## src/rtl/core/zero_sum_subarray_counter_unit_defines.svh

```systemverilog
// ----------------------------------------------------------------------------
// Zero-sum subarray counter: assertion macros
// Shared property wrappers, clocked on aclk and disabled while aresetn is low.
// ----------------------------------------------------------------------------
`ifndef ZERO_SUM_SUBARRAY_COUNTER_UNIT_DEFINES_SVH
`define ZERO_SUM_SUBARRAY_COUNTER_UNIT_DEFINES_SVH

// same-cycle implication
`define ZSSC_ASSERT_NOW(label, ante, cons, msg) \
    label: assert property (@(posedge aclk) disable iff (!aresetn) (ante) |-> (cons)) \
        else $error(msg);

// next-cycle implication
`define ZSSC_ASSERT_NEXT(label, ante, cons, msg) \
    label: assert property (@(posedge aclk) disable iff (!aresetn) (ante) |=> (cons)) \
        else $error(msg);

`endif

```

## src/rtl/core/zssc_pkg.sv

```systemverilog
// ----------------------------------------------------------------------------
// zssc_pkg
// Sizes, types and helpers shared by the zero-sum subarray counter.
// ----------------------------------------------------------------------------
`default_nettype none

package zssc_pkg;

    localparam int TABLE_ENTRIES  = 1024;
    localparam int ELEMENT_BITS   = 32;
    localparam int KEY_BITS       = 48;
    localparam int COUNT_BITS     = 11;
    localparam int ANSWER_BITS    = 20;
    localparam int SEEN_BITS      = $clog2(TABLE_ENTRIES + 1);
    localparam int IN_TDATA_BITS  = 32;
    localparam int OUT_TDATA_BITS = ((ANSWER_BITS + 7) / 8) * 8;

    typedef logic [KEY_BITS-1:0]    key_t;
    typedef logic [COUNT_BITS-1:0]  count_t;
    typedef logic [ANSWER_BITS-1:0] answer_t;
    typedef logic [SEEN_BITS-1:0]   seen_t;

    localparam count_t  COUNT_MAX  = '1;
    localparam answer_t ANSWER_MAX = '1;
    localparam key_t    ELEMENT_MASK = key_t'((64'd1 << ELEMENT_BITS) - 64'd1);

    // one lookup travelling down the cell chain
    typedef struct packed {
        logic   valid;
        logic   last;
        logic   done;
        count_t cnt;
        key_t   key;
    } query_t;

    // low ELEMENT_BITS of the beat, sign-extended to the key width
    function automatic key_t extend_element(input logic [IN_TDATA_BITS-1:0] v);
        key_t raw;
        raw = key_t'(v) & ELEMENT_MASK;
        return raw[ELEMENT_BITS-1] ? (raw | ~ELEMENT_MASK) : raw;
    endfunction

endpackage

`default_nettype wire

```

## src/rtl/core/zssc_cell.sv

```systemverilog
// ----------------------------------------------------------------------------
// zssc_cell
// One table entry plus one stage of the lookup chain. A passing lookup either
// hits the stored sum, claims the entry if it is empty, or moves on.
// ----------------------------------------------------------------------------
`default_nettype none

`include "zero_sum_subarray_counter_unit_defines.svh"

module zssc_cell
    import zssc_pkg::*;
(
    input  wire logic   aclk,
    input  wire logic   aresetn,
    input  wire logic   advance,
    input  wire logic   is_head,
    input  wire query_t q_in,
    output      query_t q_out
);

    logic   entry_valid_reg, entry_valid_next;
    key_t   entry_key_reg,   entry_key_next;
    count_t entry_count_reg, entry_count_next;
    query_t q_out_reg,       q_out_next;

    logic hit;
    logic claim;

    assign hit   = q_in.valid && !q_in.done && entry_valid_reg && (entry_key_reg == q_in.key);
    assign claim = q_in.valid && !q_in.done && !entry_valid_reg;

    always_comb begin
        entry_valid_next = entry_valid_reg;
        entry_key_next   = entry_key_reg;
        entry_count_next = entry_count_reg;
        q_out_next       = q_out_reg;
        if (advance) begin
            q_out_next = q_in;
            if (hit) begin
                q_out_next.done = 1'b1;
                q_out_next.cnt  = entry_count_reg;
                if (entry_count_reg != COUNT_MAX) begin
                    entry_count_next = entry_count_reg + count_t'(1);
                end
            end
            if (claim) begin
                q_out_next.done  = 1'b1;
                q_out_next.cnt   = '0;
                entry_valid_next = 1'b1;
                entry_key_next   = q_in.key;
                entry_count_next = count_t'(1);
            end
            // end of array: the head re-seeds sum zero, the rest empty out
            if (q_in.valid && q_in.last) begin
                entry_valid_next = is_head;
                entry_key_next   = '0;
                entry_count_next = count_t'(1);
            end
        end
    end

    always_ff @(posedge aclk) begin
        if (!aresetn) begin
            entry_valid_reg <= is_head;
            entry_key_reg   <= '0;
            entry_count_reg <= count_t'(1);
            q_out_reg.valid <= 1'b0;
        end else begin
            entry_valid_reg <= entry_valid_next;
            entry_key_reg   <= entry_key_next;
            entry_count_reg <= entry_count_next;
            q_out_reg       <= q_out_next;
        end
    end

    assign q_out = q_out_reg;

    `ZSSC_ASSERT_NEXT(a_clear_on_last, advance && q_in.valid && q_in.last, entry_valid_reg == is_head, "cell not cleared after last beat")
    `ZSSC_ASSERT_NOW(a_count_nonzero, entry_valid_reg, entry_count_reg != '0, "valid entry with zero count")

endmodule

`default_nettype wire

```

## config.mk

```make
export PLATFORM = sky130hd
export DESIGN_NAME = zssc_cell
export DESIGN_NICKNAME = d
export VERILOG_FILES = /design/src/rtl/core/zssc_pkg.sv /design/src/rtl/core/zssc_cell.sv
export VERILOG_INCLUDE_DIRS = /design/src /design/src/rtl/core
export SDC_FILE = /design/constraint.sdc
export NUM_CORES = 1
export LEC_CHECK = 0
export BUFFER_PORTS_ARGS = -buffer_cell sky130_fd_sc_hd__buf_2
export CAP_MARGIN = 20
export CORE_MARGIN = 2
export CORE_UTILIZATION = 40
export CTS_CLUSTER_SIZE = 28
export DETAILED_ROUTE_END_ITERATION = 12
export MAX_ROUTING_LAYER = met4
export PLACE_DENSITY_LB_ADDON = 0.08
export SLEW_MARGIN = 20
export SYNTH_ARGS = -nofsm -noshare
export SYNTH_HDL_FRONTEND = slang
export SYNTH_SLANG_ARGS = --single-unit
```

## constraint.sdc

```tcl
create_clock -name aclk -period 2.2 [get_ports aclk]
set_clock_uncertainty 0.05 [all_clocks]
set_input_delay 0.22 -clock aclk [delete_from_list [all_inputs] [get_ports aclk]]
set_output_delay 0.22 -clock aclk [all_outputs]
set_load 0.05 [all_outputs]
```

# [Word-level counts from Yosys, hierarchy flattened]
# Cells that the tools add are included.
[totals] register_bits=122 in_bits=66 output_inout_bits=62 word_cells=39
[classes] addsub=1 n_eq_ne=4 n_mux=11 n_reduce_logical=15
[ops] operator="48-bit 2-to-1 mux" count=2
[ops] operator="11-bit 2-to-1 mux" count=5
[ops] operator="48-bit == test" count=1
[ops] operator="11-bit by 1-bit adder with 11-bit output, second input constant" count=1
[ops] operator="11-bit inequality test, second input constant" count=1
[ops] operator="2-bit AND reduction" count=3
[ops] operator="3-bit nonzero test" count=2
[ops] operator="1-bit logical AND" count=5
[ops] operator="1-bit 2-to-1 mux" count=4
[ops] operator="3-bit by 1-bit inequality test with 1-bit output, second input constant" count=1
[ops] operator="3-bit AND reduction" count=1
[ops] operator="1-bit zero test" count=2
[ops] operator="2-bit by 1-bit inequality test with 1-bit output, second input constant" count=1
[ops] operator="2-bit nonzero test" count=1
[ops] operator="2-bit OR reduction" count=1

# [Longest topological paths before layout]
[logic_depth] ltp_word=7 ltp_mapped=7 depth_no_buf=7

# [Worst setup path after synthesis]
# No wires, ideal clock.
[synth_path] path_kind="input to register" start="input port advance" end="register q_out_reg (netlist bit q_out[0]) (enable)" setup_time_ps=425 arrival_ps=1834 t_required_ps=1725 path_slack_ps=-110 path_stages=2 path_buffers=1 cell_sequence="clkbuf_2 and2_1"
[synth_between] elab_chain_cells=1
[synth_rtl] element="start, declared" line_no="zssc_cell.sv:15" source="input wire logic advance,"
[synth_rtl] element="2-bit AND reduction (no source line)"
[synth_rtl] element="end signal, assigned" line_no="zssc_cell.sv:72" source="q_out_reg <= q_out_next;"
[synth_rtl] element="end, declared" line_no="zssc_cell.sv:24" source="query_t q_out_reg, q_out_next;"
# No other way between the ends.
# A chain may end at the register's enable or synchronous reset.

# [Worst setup path in the final report]
[layout_path] start="register entry_key_reg[27]" end="register q_out_reg (netlist bit q_out[51]) (data pin)"
[layout_between] elab_chain_cells=3
[layout_rtl] element="start, declared" line_no="zssc_cell.sv:22" source="key_t entry_key_reg, entry_key_next;"
[layout_rtl] element="start signal, assigned" line_no="zssc_cell.sv:70" source="entry_key_reg <= entry_key_next;"
[layout_rtl] element="48-bit == test" line_no="zssc_cell.sv:29" source="assign hit = q_in.valid && !q_in.done && entry_valid_reg && (entry_key_reg == q_in.key);"
[layout_rtl] element="1-bit logical AND" line_no="zssc_cell.sv:29"
[layout_rtl] element="11-bit 2-to-1 mux" line_no="zssc_cell.sv:39" source="if (hit) begin"
# No other way between the ends.

==> flow_summary.toml <==
[clock_tree]
cts_tree = "built"
cts_root_buffer = "clkbuf_16"
numCtsBuffers = 17
cts_max_path_buffers = 2
path_clk_slew_ns = 0.05
clock-sinks = 122
worstSkewPairLatency_ns = 0.41
cts.htree.levels = 4

[finish]
antenna_cells = 0
mostFrequentLayoutCells = "123 x buf_2, 62 x edfxtp_1, 59 x dfxtp_1"
area_delta_synth_final_pct = 46.1
largest_register_ffs = 62
nets = 604
layoutNonFillerInstCount = 693
drive_gt1_share_pct = 37.3
final_common_cell = "buf_2"
fin_area_sq_um = 6890

[route]
routed_wl_um = 10700
drtPass1Iterations = 4
ant_nets = 0
wl_per_cell_um = 15.5
drc = 0
drt_iter0_drc = 169
via_per_inst = 4.99
vias = 3457

[global_routing]
grt_max_degree = 28
grt_pass1_vias = 3565
grt-ovfl-total = 0
grt_pass1_wl_um = 17400
antenna_found_initial = 0
grt_usage_pct = 18.3

[synthesis]
muxShareOfSynthArea_pct = 2.55
async_reset_ff_share_pct = 0
synth-seq-cells = 122
synthesis.area_sq_um = 4720
synthAdderAreaFrac_pct = 0.265
yosysWarnings = 0
syn_inst = 335
synth_xor_area_share_pct = 8.91
synth_compound_area_share_pct = 12.5
synth.distinct_cells = 45
synth-edff-count = 62
ys_seq_area_share_pct = 64.9
yosys.area_share.simple_pct = 9.18
synth-main-ff-cell = "edfxtp_1"
synth.avg_cell_area_sq_um = 14.1
synth_top_family_by_area = "compound AO/OA/AOI/OAI gates"
syn-num-nets = 402

[pwr]
intPower_mw = 4.61
power_frac_seq_pct = 41.8
ir_worst_vdd_v = 0.000558
swShare_pct = 23.4
p_clk_share_pct = 47.1
p_total_mw = 6.02
power.density_nw_per_um2 = 872
p_sw_mw = 1.41
p_comb_share_pct = 11.2
leakagePower_nw = 2.97

[floorplan]
rows = 39
io_pins = 128
core-area_sq_um = 11500
start_util_pct = 41.1
dieArea_sq_um = 12700
die_x_um = 113
dieHeight_um = 113

[placed_design]
hpwl_um = 6880
dp_slack_ns = -0.0910
portBuffers = 127
place_area_sq_um = 5690
dp_cells = 612
globalplace.congestion = 0.753

[setup_path]
critPathKind = "register to register"
worst-path-max-fanout = 7
cp-start-kind = "register"
crit_arrival_ns = 2.36
end_kind = "register"
required_ns = 2.31

[timing]
finalCritPeriodShare_pct = 102
holdWs_ns = 0.0154
fmax_mhz = 444
hold_viol = 0
tightest_slew_ns = 0.493
period_needed_ns = 2.25
rsz0062_at_grt = "true"
setup_viol = 13
setup_ws_ns = -0.0541
max-slew-margin-rel_pct = 67.0
maxSlewViolCount = 0

[outcome]
violations = "negative setup slack"
status = "finished, violations left"

[min_path]
min_path_type = "input pin to register"

[flow_run]
cap_violations = 0
## final cells by class
type                    count  area, sq um
multi-input cells         197         1640
flip-flops and latches    122         3060
well taps                 143          179
fillers                   949         4570
inverters                   3         11.3
clock inverters             4         47.5
repair buffers            196         1370
clock buffers              28          579
## cells by family (layout without fill, tap and decap cells)
group	count (synthesis)	in the layout
DFF	122	122
muxes	12	12
adders and majority gates	1	1
buffers and inverters	16	231
xor gates and xnor gates	48	48
and+or+nand+nor	64	64
AOI/OAI and AO/OA	72	72
## through the flow
stage / util, % / TNS [ns]
2_1_floorplan: - / 0
3_3_place_gp: 49.6 / -0.583
3_5_place_dp: 49.6 / -1.51
4_1_cts: 59.5 / 0
5_1_grt: 60.1 / -1.83
6_report: 60.1 / -0.368
## critical path, stage by stage (launching register included)
cell and delay [ns]:
dfxtp_2 0.32, xor2_1 0.16, nor4_2 0.39, nand4_2 0.21, nor4_4 0.30, buf_4 0.18, buf_12 0.14, mux2i_2 0.20
nor2_1 0.06
## worst paths after layout
check	startpoint	end	slack, ns	cells after the start
max	entry_key_reg[27]	q_out[51]	-0.05	8
min	q_in[47]	entry_key_reg[47]	0.02	2
max reg2reg	entry_key_reg[27]	q_out[51]	-0.05	8
min reg2reg	entry_key_reg[27]	entry_key_reg[27]	0.43	1
## synth_stat cells (2+ instances only)
cell type / count / area, sq um
a21oi_1: 6 / 30.0
a22o_1: 47 / 412
a31oi_1: 8 / 50.1
and3_1: 7 / 43.8
buf_2: 2 / 10.0
clkbuf_1: 8 / 30.0
dfxtp_1: 60 / 1200
edfxtp_1: 62 / 1860
inv_1: 3 / 11.3
mux2i_1: 12 / 120
nand2_1: 6 / 22.5
nand2b_1: 4 / 25.0
nand3_1: 3 / 15.0
nand4_1: 2 / 12.5
nand4_2: 2 / 25.0
nor2_1: 14 / 52.6
nor2b_1: 3 / 18.8
nor4_1: 6 / 37.5
nor4_2: 5 / 62.6
nor4_4: 2 / 42.5
o21ai_0: 2 / 10.0
o21ai_1: 2 / 10.0
xor2_1: 47 / 412
## what timing repair did
item | in CTS | in global routing
endpoints found under the setup margin | 21 | 21
resized for setup | 4 | 9
buffers inserted | 1 | 2
gates cloned | 0 | 2
hold buffers | 48 | 0
pin swaps | 4 | 15
hold endpoints to repair | 50 | 0
## power by group through the flow
stage          logic (mW)  registers [mW]  clock network [mW]
4_1_cts             0.670            2.51                2.88
6_report            0.671            2.51                2.83
3_3_place_gp        0.592            2.56                   0
5_1_grt             0.714            2.52                2.99
3_5_place_dp        0.598            2.56                   0
2_1_floorplan       0.128            2.82                   0
## metal layers
| metal | GRT usage, % | wire length (um) |
|---|---|---|
| met3 | 5.56 | 612 |
| met1 | 23.1 | 4920 |
| met2 | 27.3 | 4990 |
| met4 | 8.05 | 196 |
| met5 | - | 0 |
Power figures use the tool's default switching activity.
