**src/rtl/core/zero_sum_subarray_counter_unit_defines.svh**
```systemverilog
// ----------------------------------------------------------------------------
// Zero-sum subarray counter: assertion macros
// Shared property wrappers, clocked on aclk and disabled while aresetn is low.
// ----------------------------------------------------------------------------
`ifndef ZERO_SUM_SUBARRAY_COUNTER_UNIT_DEFINES_SVH
`define ZERO_SUM_SUBARRAY_COUNTER_UNIT_DEFINES_SVH

// same-cycle implication
`define ZSSC_ASSERT_NOW(label, ante, cons, msg) \
    label: assert property (@(posedge aclk) disable iff (!aresetn) (ante) |-> (cons)) \
        else $error(msg);

// next-cycle implication
`define ZSSC_ASSERT_NEXT(label, ante, cons, msg) \
    label: assert property (@(posedge aclk) disable iff (!aresetn) (ante) |=> (cons)) \
        else $error(msg);

`endif

```
**src/rtl/core/zssc_pkg.sv**
```systemverilog
// ----------------------------------------------------------------------------
// zssc_pkg
// Sizes, types and helpers shared by the zero-sum subarray counter.
// ----------------------------------------------------------------------------
`default_nettype none

package zssc_pkg;

    localparam int TABLE_ENTRIES  = 1024;
    localparam int ELEMENT_BITS   = 32;
    localparam int KEY_BITS       = 48;
    localparam int COUNT_BITS     = 11;
    localparam int ANSWER_BITS    = 20;
    localparam int SEEN_BITS      = $clog2(TABLE_ENTRIES + 1);
    localparam int IN_TDATA_BITS  = 32;
    localparam int OUT_TDATA_BITS = ((ANSWER_BITS + 7) / 8) * 8;

    typedef logic [KEY_BITS-1:0]    key_t;
    typedef logic [COUNT_BITS-1:0]  count_t;
    typedef logic [ANSWER_BITS-1:0] answer_t;
    typedef logic [SEEN_BITS-1:0]   seen_t;

    localparam count_t  COUNT_MAX  = '1;
    localparam answer_t ANSWER_MAX = '1;
    localparam key_t    ELEMENT_MASK = key_t'((64'd1 << ELEMENT_BITS) - 64'd1);

    // one lookup travelling down the cell chain
    typedef struct packed {
        logic   valid;
        logic   last;
        logic   done;
        count_t cnt;
        key_t   key;
    } query_t;

    // low ELEMENT_BITS of the beat, sign-extended to the key width
    function automatic key_t extend_element(input logic [IN_TDATA_BITS-1:0] v);
        key_t raw;
        raw = key_t'(v) & ELEMENT_MASK;
        return raw[ELEMENT_BITS-1] ? (raw | ~ELEMENT_MASK) : raw;
    endfunction

endpackage

`default_nettype wire

```
**src/rtl/core/zssc_tally.sv**
```systemverilog
// ----------------------------------------------------------------------------
// zssc_tally
// End of the chain: accumulates the matched counts into the saturating
// answer, tracks array length and overflow, and holds the output beat.
// ----------------------------------------------------------------------------
`default_nettype none

`include "zero_sum_subarray_counter_unit_defines.svh"

module zssc_tally
    import zssc_pkg::*;
(
    input  wire logic    aclk,
    input  wire logic    aresetn,
    input  wire logic    advance,
    input  wire query_t  q_in,
    output      logic    out_valid,
    output      answer_t out_count,
    output      logic    out_last,
    output      logic    out_overflow
);

    localparam int SUM_BITS = ANSWER_BITS + 1;

    seen_t   seen_reg,         seen_next;
    logic    overflow_reg,     overflow_next;
    answer_t answer_reg,       answer_next;
    logic    out_valid_reg,    out_valid_next;
    answer_t out_count_reg,    out_count_next;
    logic    out_last_reg,     out_last_next;
    logic    out_overflow_reg, out_overflow_next;

    logic                ovf_now;
    seen_t               seen_bump;
    logic [SUM_BITS-1:0] ans_sum;
    answer_t             ans_new;

    assign ovf_now   = overflow_reg || (seen_reg >= seen_t'(TABLE_ENTRIES - 1));
    assign seen_bump = (seen_reg < seen_t'(TABLE_ENTRIES)) ? seen_reg + seen_t'(1) : seen_reg;
    assign ans_sum   = SUM_BITS'(answer_reg) + SUM_BITS'(q_in.cnt);
    assign ans_new   = (ans_sum >= SUM_BITS'(ANSWER_MAX)) ? ANSWER_MAX
                                                          : ans_sum[ANSWER_BITS-1:0];

    always_comb begin
        seen_next         = seen_reg;
        overflow_next     = overflow_reg;
        answer_next       = answer_reg;
        out_valid_next    = out_valid_reg;
        out_count_next    = out_count_reg;
        out_last_next     = out_last_reg;
        out_overflow_next = out_overflow_reg;
        if (advance) begin
            out_valid_next = q_in.valid;
            if (q_in.valid) begin
                out_count_next    = ans_new;
                out_last_next     = q_in.last;
                out_overflow_next = ovf_now;
                if (q_in.last) begin
                    seen_next     = '0;
                    overflow_next = 1'b0;
                    answer_next   = '0;
                end else begin
                    seen_next     = seen_bump;
                    overflow_next = ovf_now;
                    answer_next   = ans_new;
                end
            end
        end
    end

    always_ff @(posedge aclk) begin
        if (!aresetn) begin
            seen_reg      <= '0;
            overflow_reg  <= 1'b0;
            answer_reg    <= '0;
            out_valid_reg <= 1'b0;
        end else begin
            seen_reg         <= seen_next;
            overflow_reg     <= overflow_next;
            answer_reg       <= answer_next;
            out_valid_reg    <= out_valid_next;
            out_count_reg    <= out_count_next;
            out_last_reg     <= out_last_next;
            out_overflow_reg <= out_overflow_next;
        end
    end

    assign out_valid    = out_valid_reg;
    assign out_count    = out_count_reg;
    assign out_last     = out_last_reg;
    assign out_overflow = out_overflow_reg;

    `ZSSC_ASSERT_NOW(a_ovf_len, overflow_reg, seen_reg == seen_t'(TABLE_ENTRIES), "overflow flag without full length")
    `ZSSC_ASSERT_NEXT(a_sat_hold, (answer_reg == ANSWER_MAX) && advance && q_in.valid && !q_in.last, answer_reg == ANSWER_MAX, "saturated answer dropped")

endmodule

`default_nettype wire
```
**config.mk**
```make
export PLATFORM = sky130hd
export DESIGN_NAME = zssc_tally
export DESIGN_NICKNAME = d
export VERILOG_FILES = /design/src/rtl/core/zssc_pkg.sv /design/src/rtl/core/zssc_tally.sv
export VERILOG_INCLUDE_DIRS = /design/src /design/src/rtl/core
export SDC_FILE = /design/constraint.sdc
export NUM_CORES = 1
export LEC_CHECK = 0
export BUFFER_PORTS_ARGS = -buffer_cell sky130_fd_sc_hd__buf_4
export CAP_MARGIN = 20
export CORE_MARGIN = 1
export CORE_UTILIZATION = 35
export CTS_CLUSTER_DIAMETER = 40
export DETAILED_ROUTE_END_ITERATION = 7
export GPL_TIMING_DRIVEN = 0
export PLACE_DENSITY_LB_ADDON = 0.08
export SYNTH_ARGS = -nofsm -noshare
export SYNTH_HDL_FRONTEND = slang
export SYNTH_SLANG_ARGS = --single-unit
export TNS_END_PERCENT = 100
```
**constraint.sdc**
```tcl
create_clock -name aclk -period 3.74 [get_ports aclk]
set_input_delay 0.748 -clock aclk [delete_from_list [all_inputs] [get_ports aclk]]
set_output_delay 0.748 -clock aclk [all_outputs]
set_load 0.03 [all_outputs]
```
# Word-level counts from Yosys, hierarchy flattened
# Index checks and enable logic that the tools add are counted.
[word_totals]
regBits = 55
word_cells = 22
[op_classes]
addsub = 2
order_cmp = 3
muxes = 5
reduce_logical = 5
[ops]
columns = ["operator", "n"]
rows = [
  ["2-to-1 mux 20 bit", 2],
  ["2-to-1 mux 11 bit", 2],
  ["adder 20 x 11 -> 21 bit", 1],
  [">= comparator 21 x 20 -> 1 bit, second input constant", 1],
  ["adder 11 x 1 -> 11 bit, second input constant", 1],
  [">= comparator 11 x 10 -> 1 bit, second input constant", 1],
  ["< comparator 11 bit, second input constant", 1],
  ["AND reduction 3 bit", 2],
  ["AND reduction 2 bit", 1],
  ["nonzero test 2 bit", 1],
  ["logical OR 1 bit", 1],
  ["2-to-1 mux 1 bit", 1],
]

# Longest topological paths before layout
# Gate-level depths: netlist (run 1).
[logic_depth]
depth_word = 4
mapped_depth = 9

# Worst setup path after synthesis (run 1)
# Ideal clock, no wire load.
[synth_timing]
path_type = "input port to flip-flop"
start = "input q_in[48] (netlist name)"
end = "register out_count_reg[17] (netlist: out_count[17]), data pin"
setup_time_ns = 0.260
arrival_ns = 2.871
required_time_ns = 3.480
path_slack_ns = 0.609
path_stages = 9
path_buffers = 1
cell_sequence = "ha_1 > fa_1 > a211oi_1 > nor4_2 > a311oi_2 > or3_4 > buf_4 > nand2_1 > mux2_2"
[synth_via]
elab_chain_len = 3
[synth_lines]
columns = ["element", "line_no", "source"]
rows = [
  ["from (decl)", "zssc_tally.sv:16", "input wire query_t q_in,"],
  ["adder 20 x 11 -> 21 bit (*)", "zssc_tally.sv:40", "assign ans_sum = SUM_BITS'(answer_reg) + SUM_BITS'(q_in.cnt);"],
  [">= comparator 21 x 20 -> 1 bit", "zssc_tally.sv:41", "assign ans_new = (ans_sum >= SUM_BITS'(ANSWER_MAX)) ? ANSWER_MAX"],
  ["2-to-1 mux 20 bit (*)", "zssc_tally.sv:41", ""],
  ["named net ans_new[17]", "zssc_tally.sv:36", "answer_t ans_new;"],
  ["to (signal assigned)", "zssc_tally.sv:82", "out_count_reg <= out_count_next;"],
  ["to (decl)", "zssc_tally.sv:29", "answer_t out_count_reg, out_count_next;"],
]
# The timed path passes the listed nets; every way through them passes the cells marked *.
# A chain may end at the register's enable or synchronous reset.

# Worst setup path after layout (run 1)
# Ends and elaborated chain as after synthesis.

==> results.ini, run 1 <==
[timing]
clock.fmax_mhz=306.8
fin_skew_ns=0.008135
slew_violations=0
whs_ns=0.4918
rsz0062_at_grt=no
fin_setup_tns_ns=0
worst_pin_slew_ns=0.8992
setup_viol=0
slew_headroom_pct=39.70
fin_crit_ns=3.259
fin_crit_sh_pct=87.15
hold_violations=0

[final_layout]
finalCoreUtilization_pct=43.54
layout_commonest_cell=buf_4
finalNetCount=408
finalInstanceArea_mm2=0.003364
drive_gt1_share_pct=17.22
area_delta_synth_final_pct=20.10
fillerInstances=785
diodes=0
final_cell_mix=buf_4 (39), dfxtp_1 (33), nand2_1 (27)

[route]
ant_nets=0
finalWirelength_mm=6.236
num_vias=2243
drcViolationCount=0
drt-initial-drc-count=103
firstDrtPassIters=4
wl_per_cell_um=14.40
viasPerCell=5.180

[pwr]
power_switching_w=0.0002965
leakage_nw=1.298
ir_drop_v=0.0001418
powerDensity_mw_per_mm2=360.1
seq_power_share_pct=53.3
switching_share_pct=24.47
combinationalPowerShare_pct=12.8
clock_power_share_pct=33.9
p_total_w=0.001211
p_int_w=0.0009150

[clock_tree]
cts_tree=built
clk_pin_slew_ns=0.10
cts_resized=0
cts_hold_buf=0
cts_setup_buffers=0
root_buffer=clkbuf_8
htreeDepth=2
clock_latency_ns=0.31
cts.path.max_buffers=2
cts.sinks=55
cts_buffers=5

[critical_path]
end_kind=flop
path_max_fanout=10
worstPathArrival_ns=3.33
critPathKind=input port to flop
crit_family=compound AO/OA/AOI/OAI gates
cp_cell_sequence=buf_4, ha_1, fa_1, a211oi_1, nor4_2, a311oi_2, or3_4, buf_4, nand2_1, mux2_2
cp_common_cell=buf_4
crit_path_start_kind=input port
path_buf_inv=2
crit_slowest_cell=a211oi_1
cpPeakStageDelay_ns=0.47
cp_data_required_time_ns=3.81

[yosys]
synth_fa_ha_area_share_pct=6.074
synth_top_area_share_pct=23.58
async_reset_ff_share_pct=0
ys_warn_count=0
netlist_instances=284
synth_seq_cells=55
yosys-mux-area-fraction_pct=0.8039
synth_top_area_cell=dfxtp_1
synth_top_family_by_area=compound AO/OA/AOI/OAI gates
ys_types=51
synthXorXnorAreaFrac_pct=3.752
synth_nets=362
synth_compound_area_share_pct=21.66
avgSynthCellArea_um2=9.864
synthSimpleGateAreaFrac_pct=18.31
ys_dominant_reg_cell=dfxtp_1
synth_edf_count=22
netlist_area_mm2=0.002801
ys_seq_area_share_pct=47.16
ys_top_cells_by_area=dfxtp_1 (24%), edfxtp_1 (24%), ha_1 (5.4%)

[global_route]
grt_pass1_vias=2171
grt_max_degree=20
antenna_found_initial=0
grt_overflow=0
grtUsageTotal_pct=16.19
grt_pass1_wl_mm=10.64

[die]
dieHeight_um=91.47
die_area_mm2=0.008366
rows=32
fp.dieW_um=91.47
io_pins=88
start_util_pct=36.25
fp.coreArea_mm2=0.007727

[placed_design]
place_congestion=0.8265
port_buffers=38
postPlaceCellArea_mm2=0.003242
place_hpwl_mm=4.567

[outcome]
status=complete, no violations

[job]
drv_cap=0

[hold_path]
hold_class=flop to flop

[Yosys cell counts, types with 2 or more instances]
library cell	count
dfxtp_1	33
nand2_1	27
a21oi_1	25
edfxtp_1	22
nor2_1	19
o21ai_0	14
ha_1	12
a22o_1	11
nand4_1	9
nand2b_1	8
a21o_1	7
clkbuf_1	7
nand3_1	7
nor3_1	7
xnor2_1	7
a211oi_1	6
or3_1	5
xor2_1	5
and3_1	4
a31oi_1	3
and2_1	3
nor2b_1	3
o31ai_1	3
a211o_1	2
a21boi_0	2
a311oi_1	2
buf_2	2
inv_1	2
mux2_2	2
nor4_1	2
o211a_1	2
o21a_1	2
[path summary, 6_finish.rpt]
kind | slack [ns] | cells past startpoint | start | to
setup / recovery | 0.48 | 10 | q_in[48] | out_count[17]
hold / removal | 0.49 | 2 | seen_reg[7] | seen_reg[7]
setup reg to reg | 0.71 | 9 | answer_reg[0] | out_count[17]
hold reg to reg | 0.49 | 2 | seen_reg[7] | seen_reg[7]
[routing by layer]
layer	track usage (%)	part of all wire [%]	wire, µm	up-vias
met2	24.87	43	2675	34
met5	0	0	0	-
met3	3.434	3.6	225	8
li1	-	-	-	1165
met4	5.159	1.3	80	0
met1	22.56	52	3254	1036
[logic make-up after synthesis]
kind of cell    count (synthesis)
compound gates                 89
xor+xnor                       12
fa+ha+maj                      13
buf+inv                        13
flops                          55
mux                             2
simple gates                  100
[tightest hold or removal path, cell delays in order (launching register included)]
cell and delay [ns]:
dfxtp_1 0.33, o21ai_0 0.07, a21oi_1 0.06
[area by class of cell]
class / instances / area (µm²) / area share (%)
Inverter: 2 / 7.507 / 0.2231
Tap cell: 102 / 127.6 / 3.793
Multi-Input combinational cell: 216 / 1418 / 42.13
Clock buffer: 8 / 122.6 / 3.644
Timing Repair Buffer: 39 / 312.8 / 9.297
Buffer: 11 / 55.05 / 1.636
Sequential cell: 55 / 1321 / 39.27
[metrics by stage]
stage	instances	setup slack [ns]
2_1_floorplan	284	0.6094
3_3_place_gp	424	0.09643
3_5_place_dp	425	0.1119
4_1_cts	433	0.4522
5_1_grt	433	0.2552
6_report	433	0.4807
[power groups by stage]
stage          combinational, W  clock, W  sequential, W
6_report               0.000155  0.000410       0.000646
5_1_grt                0.000173  0.000443       0.000648
4_1_cts                0.000157  0.000424       0.000646
3_5_place_dp           0.000156         0       0.000660
3_3_place_gp           0.000153         0       0.000660
2_1_floorplan         0.0000838         0       0.000677
(Power assumes the default switching activity.)
==> inputs of run 2 (changes only) <==
Settings changed: BUFFER_PORTS_ARGS -buffer_cell sky130_fd_sc_hd__buf_4 to not set, DONT_BUFFER_PORTS set to 1.
==> results.ini, run 2 (synthesis results as in run 1) <==
[timing]
fin_skew_ns=0.01028  ; +0.002141 ns
worst_pin_slew_ns=0.9042  ; +0.005013 ns
hold_violations=0  ; unchanged
fin_setup_tns_ns=0  ; unchanged
layout_setup_ws_ns=0.5271  ; +0.04638 ns
fin_crit_ns=3.213  ; -0.04638 ns
setup_viol=0  ; unchanged
rsz0062_at_grt=no
fin_crit_sh_pct=85.91  ; -1.2 points
slew_violations=0  ; unchanged
whs_ns=0.4827  ; -0.009104 ns
clock.fmax_mhz=311.2  ; +1.4%
slew_headroom_pct=39.36  ; -0.34 points

[global_route]
grt_pass1_vias=2122  ; -2.3%
grt_max_degree=17  ; -15%
grtUsageTotal_pct=16.38  ; +0.19 points
antenna_found_initial=0  ; unchanged
grt_overflow=0  ; unchanged
grt_pass1_wl_mm=10.69  ; +0.46%

[clock_tree]
cts_tree=built
cts_setup_buffers=0  ; unchanged
root_buffer=clkbuf_8
clock_latency_ns=0.30  ; about the same
cts_buffers=5  ; unchanged
cts.sinks=55  ; unchanged
cts.path.max_buffers=2  ; unchanged
htreeDepth=2  ; unchanged
cts_resized=0  ; unchanged
clk_pin_slew_ns=0.10  ; about the same
cts_hold_buf=0  ; unchanged

[critical_path]
path_buf_inv=1  ; -1
cpPeakStageDelay_ns=0.49  ; +0.02 ns
worstPathArrival_ns=3.28  ; -0.05 ns
r2r_cells=9  ; unchanged
crit_family=compound AO/OA/AOI/OAI gates
end_kind=flop
crit_path_start_kind=input port
path_max_fanout=10  ; unchanged
crit_slowest_cell=a211oi_1
cp_data_required_time_ns=3.81  ; about the same
cp_cell_sequence=ha_1, fa_1, a211oi_1, nor4_2, a311oi_2, or3_4, buf_4, nand2_1, mux2_2
critPathKind=input port to flop
path_depth=9  ; -1

[final_layout]
finalInstanceArea_mm2=0.003057  ; -9.1%
drive_gt1_share_pct=6.826  ; -10 points
final_cell_mix=dfxtp_1 (33), nand2_1 (27), a21oi_1 (25)
fillerInstances=796  ; +1.4%
area_delta_synth_final_pct=9.111
seq_area_mm2=0.001321  ; unchanged
finalNetCount=370  ; -9.3%
diodes=0  ; unchanged
layout_commonest_cell=dfxtp_1
multi_input_comb_area_mm2=0.001418  ; unchanged

[die]
rows=32  ; unchanged
start_util_pct=36.25  ; unchanged
io_pins=88  ; unchanged
fp.dieW_um=91.47  ; unchanged
fp.coreArea_mm2=0.007727  ; unchanged
dieHeight_um=91.47  ; unchanged
die_area_mm2=0.008366  ; unchanged

[pwr]
clock_power_share_pct=33.0  ; -0.9 points
combinationalPowerShare_pct=9.5  ; -3.3 points
switching_share_pct=24.75  ; +0.28 points
powerDensity_mw_per_mm2=378.6  ; +5.2%
seq_power_share_pct=57.4  ; +4.1 points
ir_drop_v=0.0002137  ; +51%
leakage_nw=1.110  ; -14%
p_int_w=0.0008708  ; -4.8%
power_switching_w=0.0002865  ; -3.4%

[route]
ant_nets=0  ; unchanged
finalWirelength_mm=6.334  ; +1.6%
num_vias=2138  ; -4.7%
drt-initial-drc-count=79  ; -23%
firstDrtPassIters=4  ; unchanged
viasPerCell=5.413  ; +4.5%
drcViolationCount=0  ; unchanged
wl_per_cell_um=16.04  ; +11%

[hold_path]
min_path_cells=2  ; unchanged
hold_class=flop to flop

[placed_design]
dp_slack_ns=0.1731  ; +0.06118 ns
place_hpwl_mm=4.609  ; +0.92%
port_buffers=0  ; -100%
place_congestion=0.8362  ; +1.2%
postPlaceCellArea_mm2=0.002944  ; -9.2%

[job]
drv_cap=0  ; unchanged

[outcome]
status=complete, no violations

-- run 2: cell types whose count changed in the layout (fill, tap and decap cells not counted), sizes merged --
cell,previous run,this run
buf,43,5
clkbuf,15,14
clkinv,0,1
-- run 2: area by class of cell --
cell class,count,area share (%)
Inverter,2,0.2456
Timing Repair Buffer,1,0.4912
Clock buffer,7,3.520
Multi-Input combinational cell,216,46.38
Clock inverter,1,0.1637
Tap cell,102,4.175
Sequential cell,55,43.23
Buffer,11,1.801
-- run 2: worst reg2reg max path, cell delays in order (launching register included) --
cell	delay (ns)
dfxtp_1	0.33
ha_1	0.21
fa_1	0.43
a211oi_1	0.49
nor4_2	0.14
a311oi_2	0.49
or3_4	0.25
buf_4	0.19
nand2_1	0.07
mux2_2	0.26
-- run 2: power groups by stage --
stage / registers (W) / logic (W) / clock network [W]
after detailed placement: 0.000679 / 0.000110 / 0
after global placement: 0.000679 / 0.000108 / 0
after global routing: 0.000667 / 0.000127 / 0.000419
final: 0.000665 / 0.000110 / 0.000382
after CTS: 0.000665 / 0.000111 / 0.000403
after floorplan: 0.000677 / 0.0000838 / 0
-- run 2: path summary, 6_finish.rpt --
check | start | slack, ns | end
worst max-delay path | q_in[48] | 0.53 | out_count[17]
worst min-delay path | answer_reg[2] | 0.48 | answer_reg[2]
worst max register to register | answer_reg[0] | 0.65 | out_count[17]
worst min register to register | answer_reg[2] | 0.48 | answer_reg[2]
-- run 2: metal layers --
layer	track usage, %	up-vias	wire [µm]
li1	-	1092	-
met1	23.33	997	3235
met2	25.25	44	2714
met3	3.601	5	324
met4	3.571	0	61
met5	0	-	0
-- run 2: per-stage QoR --
stage / std cells / utilization, % / total power, W
after floorplan: 284 / - / 0.0007608
after global placement: 386 / 37.90 / 0.0007875
after detailed placement: 387 / 38.10 / 0.0007892
after CTS: 395 / 39.56 / 0.001179
after global routing: 395 / 39.56 / 0.001212
final: 395 / 39.56 / 0.001157
==> inputs of run 3 (changes only) <==
Settings changed: CORE_ASPECT_RATIO set to 1.1, MAX_ROUTING_LAYER set to met4.
==> results.ini, run 3 (synthesis results as in run 1) <==
[outcome]
status=complete, no violations

[final_layout]
fillerInstances=796  ; unchanged
finalNetCount=370  ; unchanged
final_cell_mix=dfxtp_1 (33), nand2_1 (27), a21oi_1 (25)
finalInstanceArea_mm2=0.003057  ; unchanged
finalCoreUtilization_pct=40.23  ; +0.68 points
layout_commonest_cell=dfxtp_1
diodes=0  ; unchanged
area_delta_synth_final_pct=9.111  ; unchanged
instances_no_fill=398  ; +0.76%
drive_gt1_share_pct=6.826  ; unchanged

[timing]
worst_pin_slew_ns=0.9352  ; +0.03105 ns
setup_viol=0  ; unchanged
fin_skew_ns=0.01428  ; +0.004007 ns
fin_crit_sh_pct=85.34  ; -0.57 points
fin_crit_ns=3.192  ; -0.02126 ns
hold_violations=0  ; unchanged
slew_violations=0  ; unchanged
rsz0062_at_grt=no
layout_setup_ws_ns=0.5483  ; +0.02125 ns
slew_headroom_pct=37.28  ; -2.1 points
fin_setup_tns_ns=0  ; unchanged
clock.fmax_mhz=313.3  ; +0.67%

[placed_design]
placedCellCount=390  ; +0.78%
place_congestion=0.7779  ; -7.0%
postPlaceCellArea_mm2=0.002948  ; +0.13%
port_buffers=0  ; unchanged
place_hpwl_mm=4.541  ; -1.5%
dp_slack_ns=0.1768  ; +0.003722 ns

[die]
start_util_pct=36.87  ; +0.62 points
rows=33  ; +3.1%
io_pins=88  ; unchanged
die_area_mm2=0.008366  ; about the same
dieHeight_um=95.83  ; +4.8%
fp.coreArea_mm2=0.007597  ; -1.7%
fp.dieW_um=87.30  ; -4.6%

[clock_tree]
cts_buffers=5  ; unchanged
htreeDepth=2  ; unchanged
cts_hold_buf=0  ; unchanged
cts.sinks=55  ; unchanged
root_buffer=clkbuf_8
clock_latency_ns=0.32  ; +0.02 ns
cts_resized=0  ; unchanged
cts_setup_buffers=0  ; unchanged
cts.path.max_buffers=2  ; unchanged
clk_pin_slew_ns=0.11  ; about the same
cts_tree=built

[route]
finalWirelength_mm=6.338  ; about the same
firstDrtPassIters=5  ; +1
drt-initial-drc-count=119  ; +51%
ant_nets=0  ; unchanged
drcViolationCount=0  ; unchanged
viasPerCell=5.440  ; +0.50%
num_vias=2165  ; +1.3%
wl_per_cell_um=15.92  ; -0.69%

[hold_path]
min_path_cells=2  ; unchanged
hold_class=flop to flop

[global_route]
busiest_layer=met2
use_met1_pct=22.76  ; -0.57 points
grtUsageTotal_pct=16.93  ; +0.55 points
grt_pass1_vias=2066  ; -2.6%
grtUsageMet3_pct=3.602  ; about the same
grt_overflow=0  ; unchanged
grtUsageMet2_pct=25.85  ; +0.60 points
antenna_found_initial=0  ; unchanged
grt_pass1_wl_mm=10.41  ; -2.6%
grt_max_degree=19  ; +2

[critical_path]
cp_cell_sequence=ha_1, fa_1, a211oi_1, nor4_2, a311oi_2, or3_4, buf_4, nand2_1, mux2_2
worstPathArrival_ns=3.28  ; about the same
end_kind=flop
crit_slowest_cell=a311oi_2
r2r_cells=9  ; unchanged
crit_path_start_kind=input port
cpPeakStageDelay_ns=0.50  ; about the same
cp_data_required_time_ns=3.83  ; +0.02 ns
critPathKind=input port to flop
path_max_fanout=10  ; unchanged

[pwr]
power_switching_w=0.0003055  ; +6.6%
seq_power_share_pct=57.2  ; -0.2 points
powerDensity_mw_per_mm2=380.2  ; +0.41%
combinationalPowerShare_pct=9.4  ; about the same
switching_share_pct=26.29  ; +1.5 points
clock_power_share_pct=33.4  ; +0.4 points
leakage_nw=1.108  ; -0.19%
p_int_w=0.0008566  ; -1.6%
ir_drop_v=0.0001939  ; -9.3%

[job]
drv_cap=0  ; unchanged

-- run 3: cell types whose count changed in the layout (fill, tap and decap cells not counted) --
cell | before | now
clkinv_2 | 1 | 0
clkbuf_8 | 6 | 5
inv_4 | 0 | 1
inv_6 | 0 | 1
-- run 3: worst paths after layout --
kind,startpoint,end,slack (ns)
max,q_in[48],out_count[17],0.55
min,answer_reg[2],answer_reg[2],0.49
max reg2reg,answer_reg[0],out_count[17],0.66
min reg2reg,answer_reg[2],answer_reg[2],0.49
-- run 3: power groups by stage --
| stage | Clock, W | Sequential (W) | Combinational, W |
|---|---|---|---|
| after global routing | 0.000421 | 0.000667 | 0.000125 |
| after CTS | 0.000399 | 0.000665 | 0.000110 |
| final | 0.000388 | 0.000665 | 0.000109 |
| after global placement | 0 | 0.000679 | 0.000107 |
| after floorplan | 0 | 0.000677 | 0.0000838 |
| after detailed placement | 0 | 0.000679 | 0.000109 |
-- run 3: per-layer routing --
metal,up-vias,routed length [µm]
met5,-,0
met2,54,2827
met3,5,298
li1,1089,-
met4,0,60
met1,1017,3151
-- run 3: worst max-delay path: cells and delay by family --
kind	cells	cell delay, ns
compound gates	2	0.97
fa+ha+maj	2	0.64
buf+inv	1	0.20
simple gates	3	0.46
mux	1	0.26
-- run 3: area by class of cell --
cell class	count	area, µm²	area share [%]
Sequential cell	55	1321	43.23
Clock inverter	2	15.01	0.4912
Multi-Input combinational cell	216	1418	46.38
Tap cell	105	131.4	4.298
Buffer	11	55.05	1.801
Timing Repair Buffer	1	15.01	0.4912
Inverter	2	7.507	0.2456
Clock buffer	6	93.84	3.070
-- run 3: stage by stage --
step	hold slack (ns)	power, W
floorplan	0.4344	0.0007608
global placement	0.4668	0.0007861
detailed placement	0.4712	0.0007879
CTS	0.4949	0.001174
global route	0.4976	0.001213
finish	0.4879	0.001162
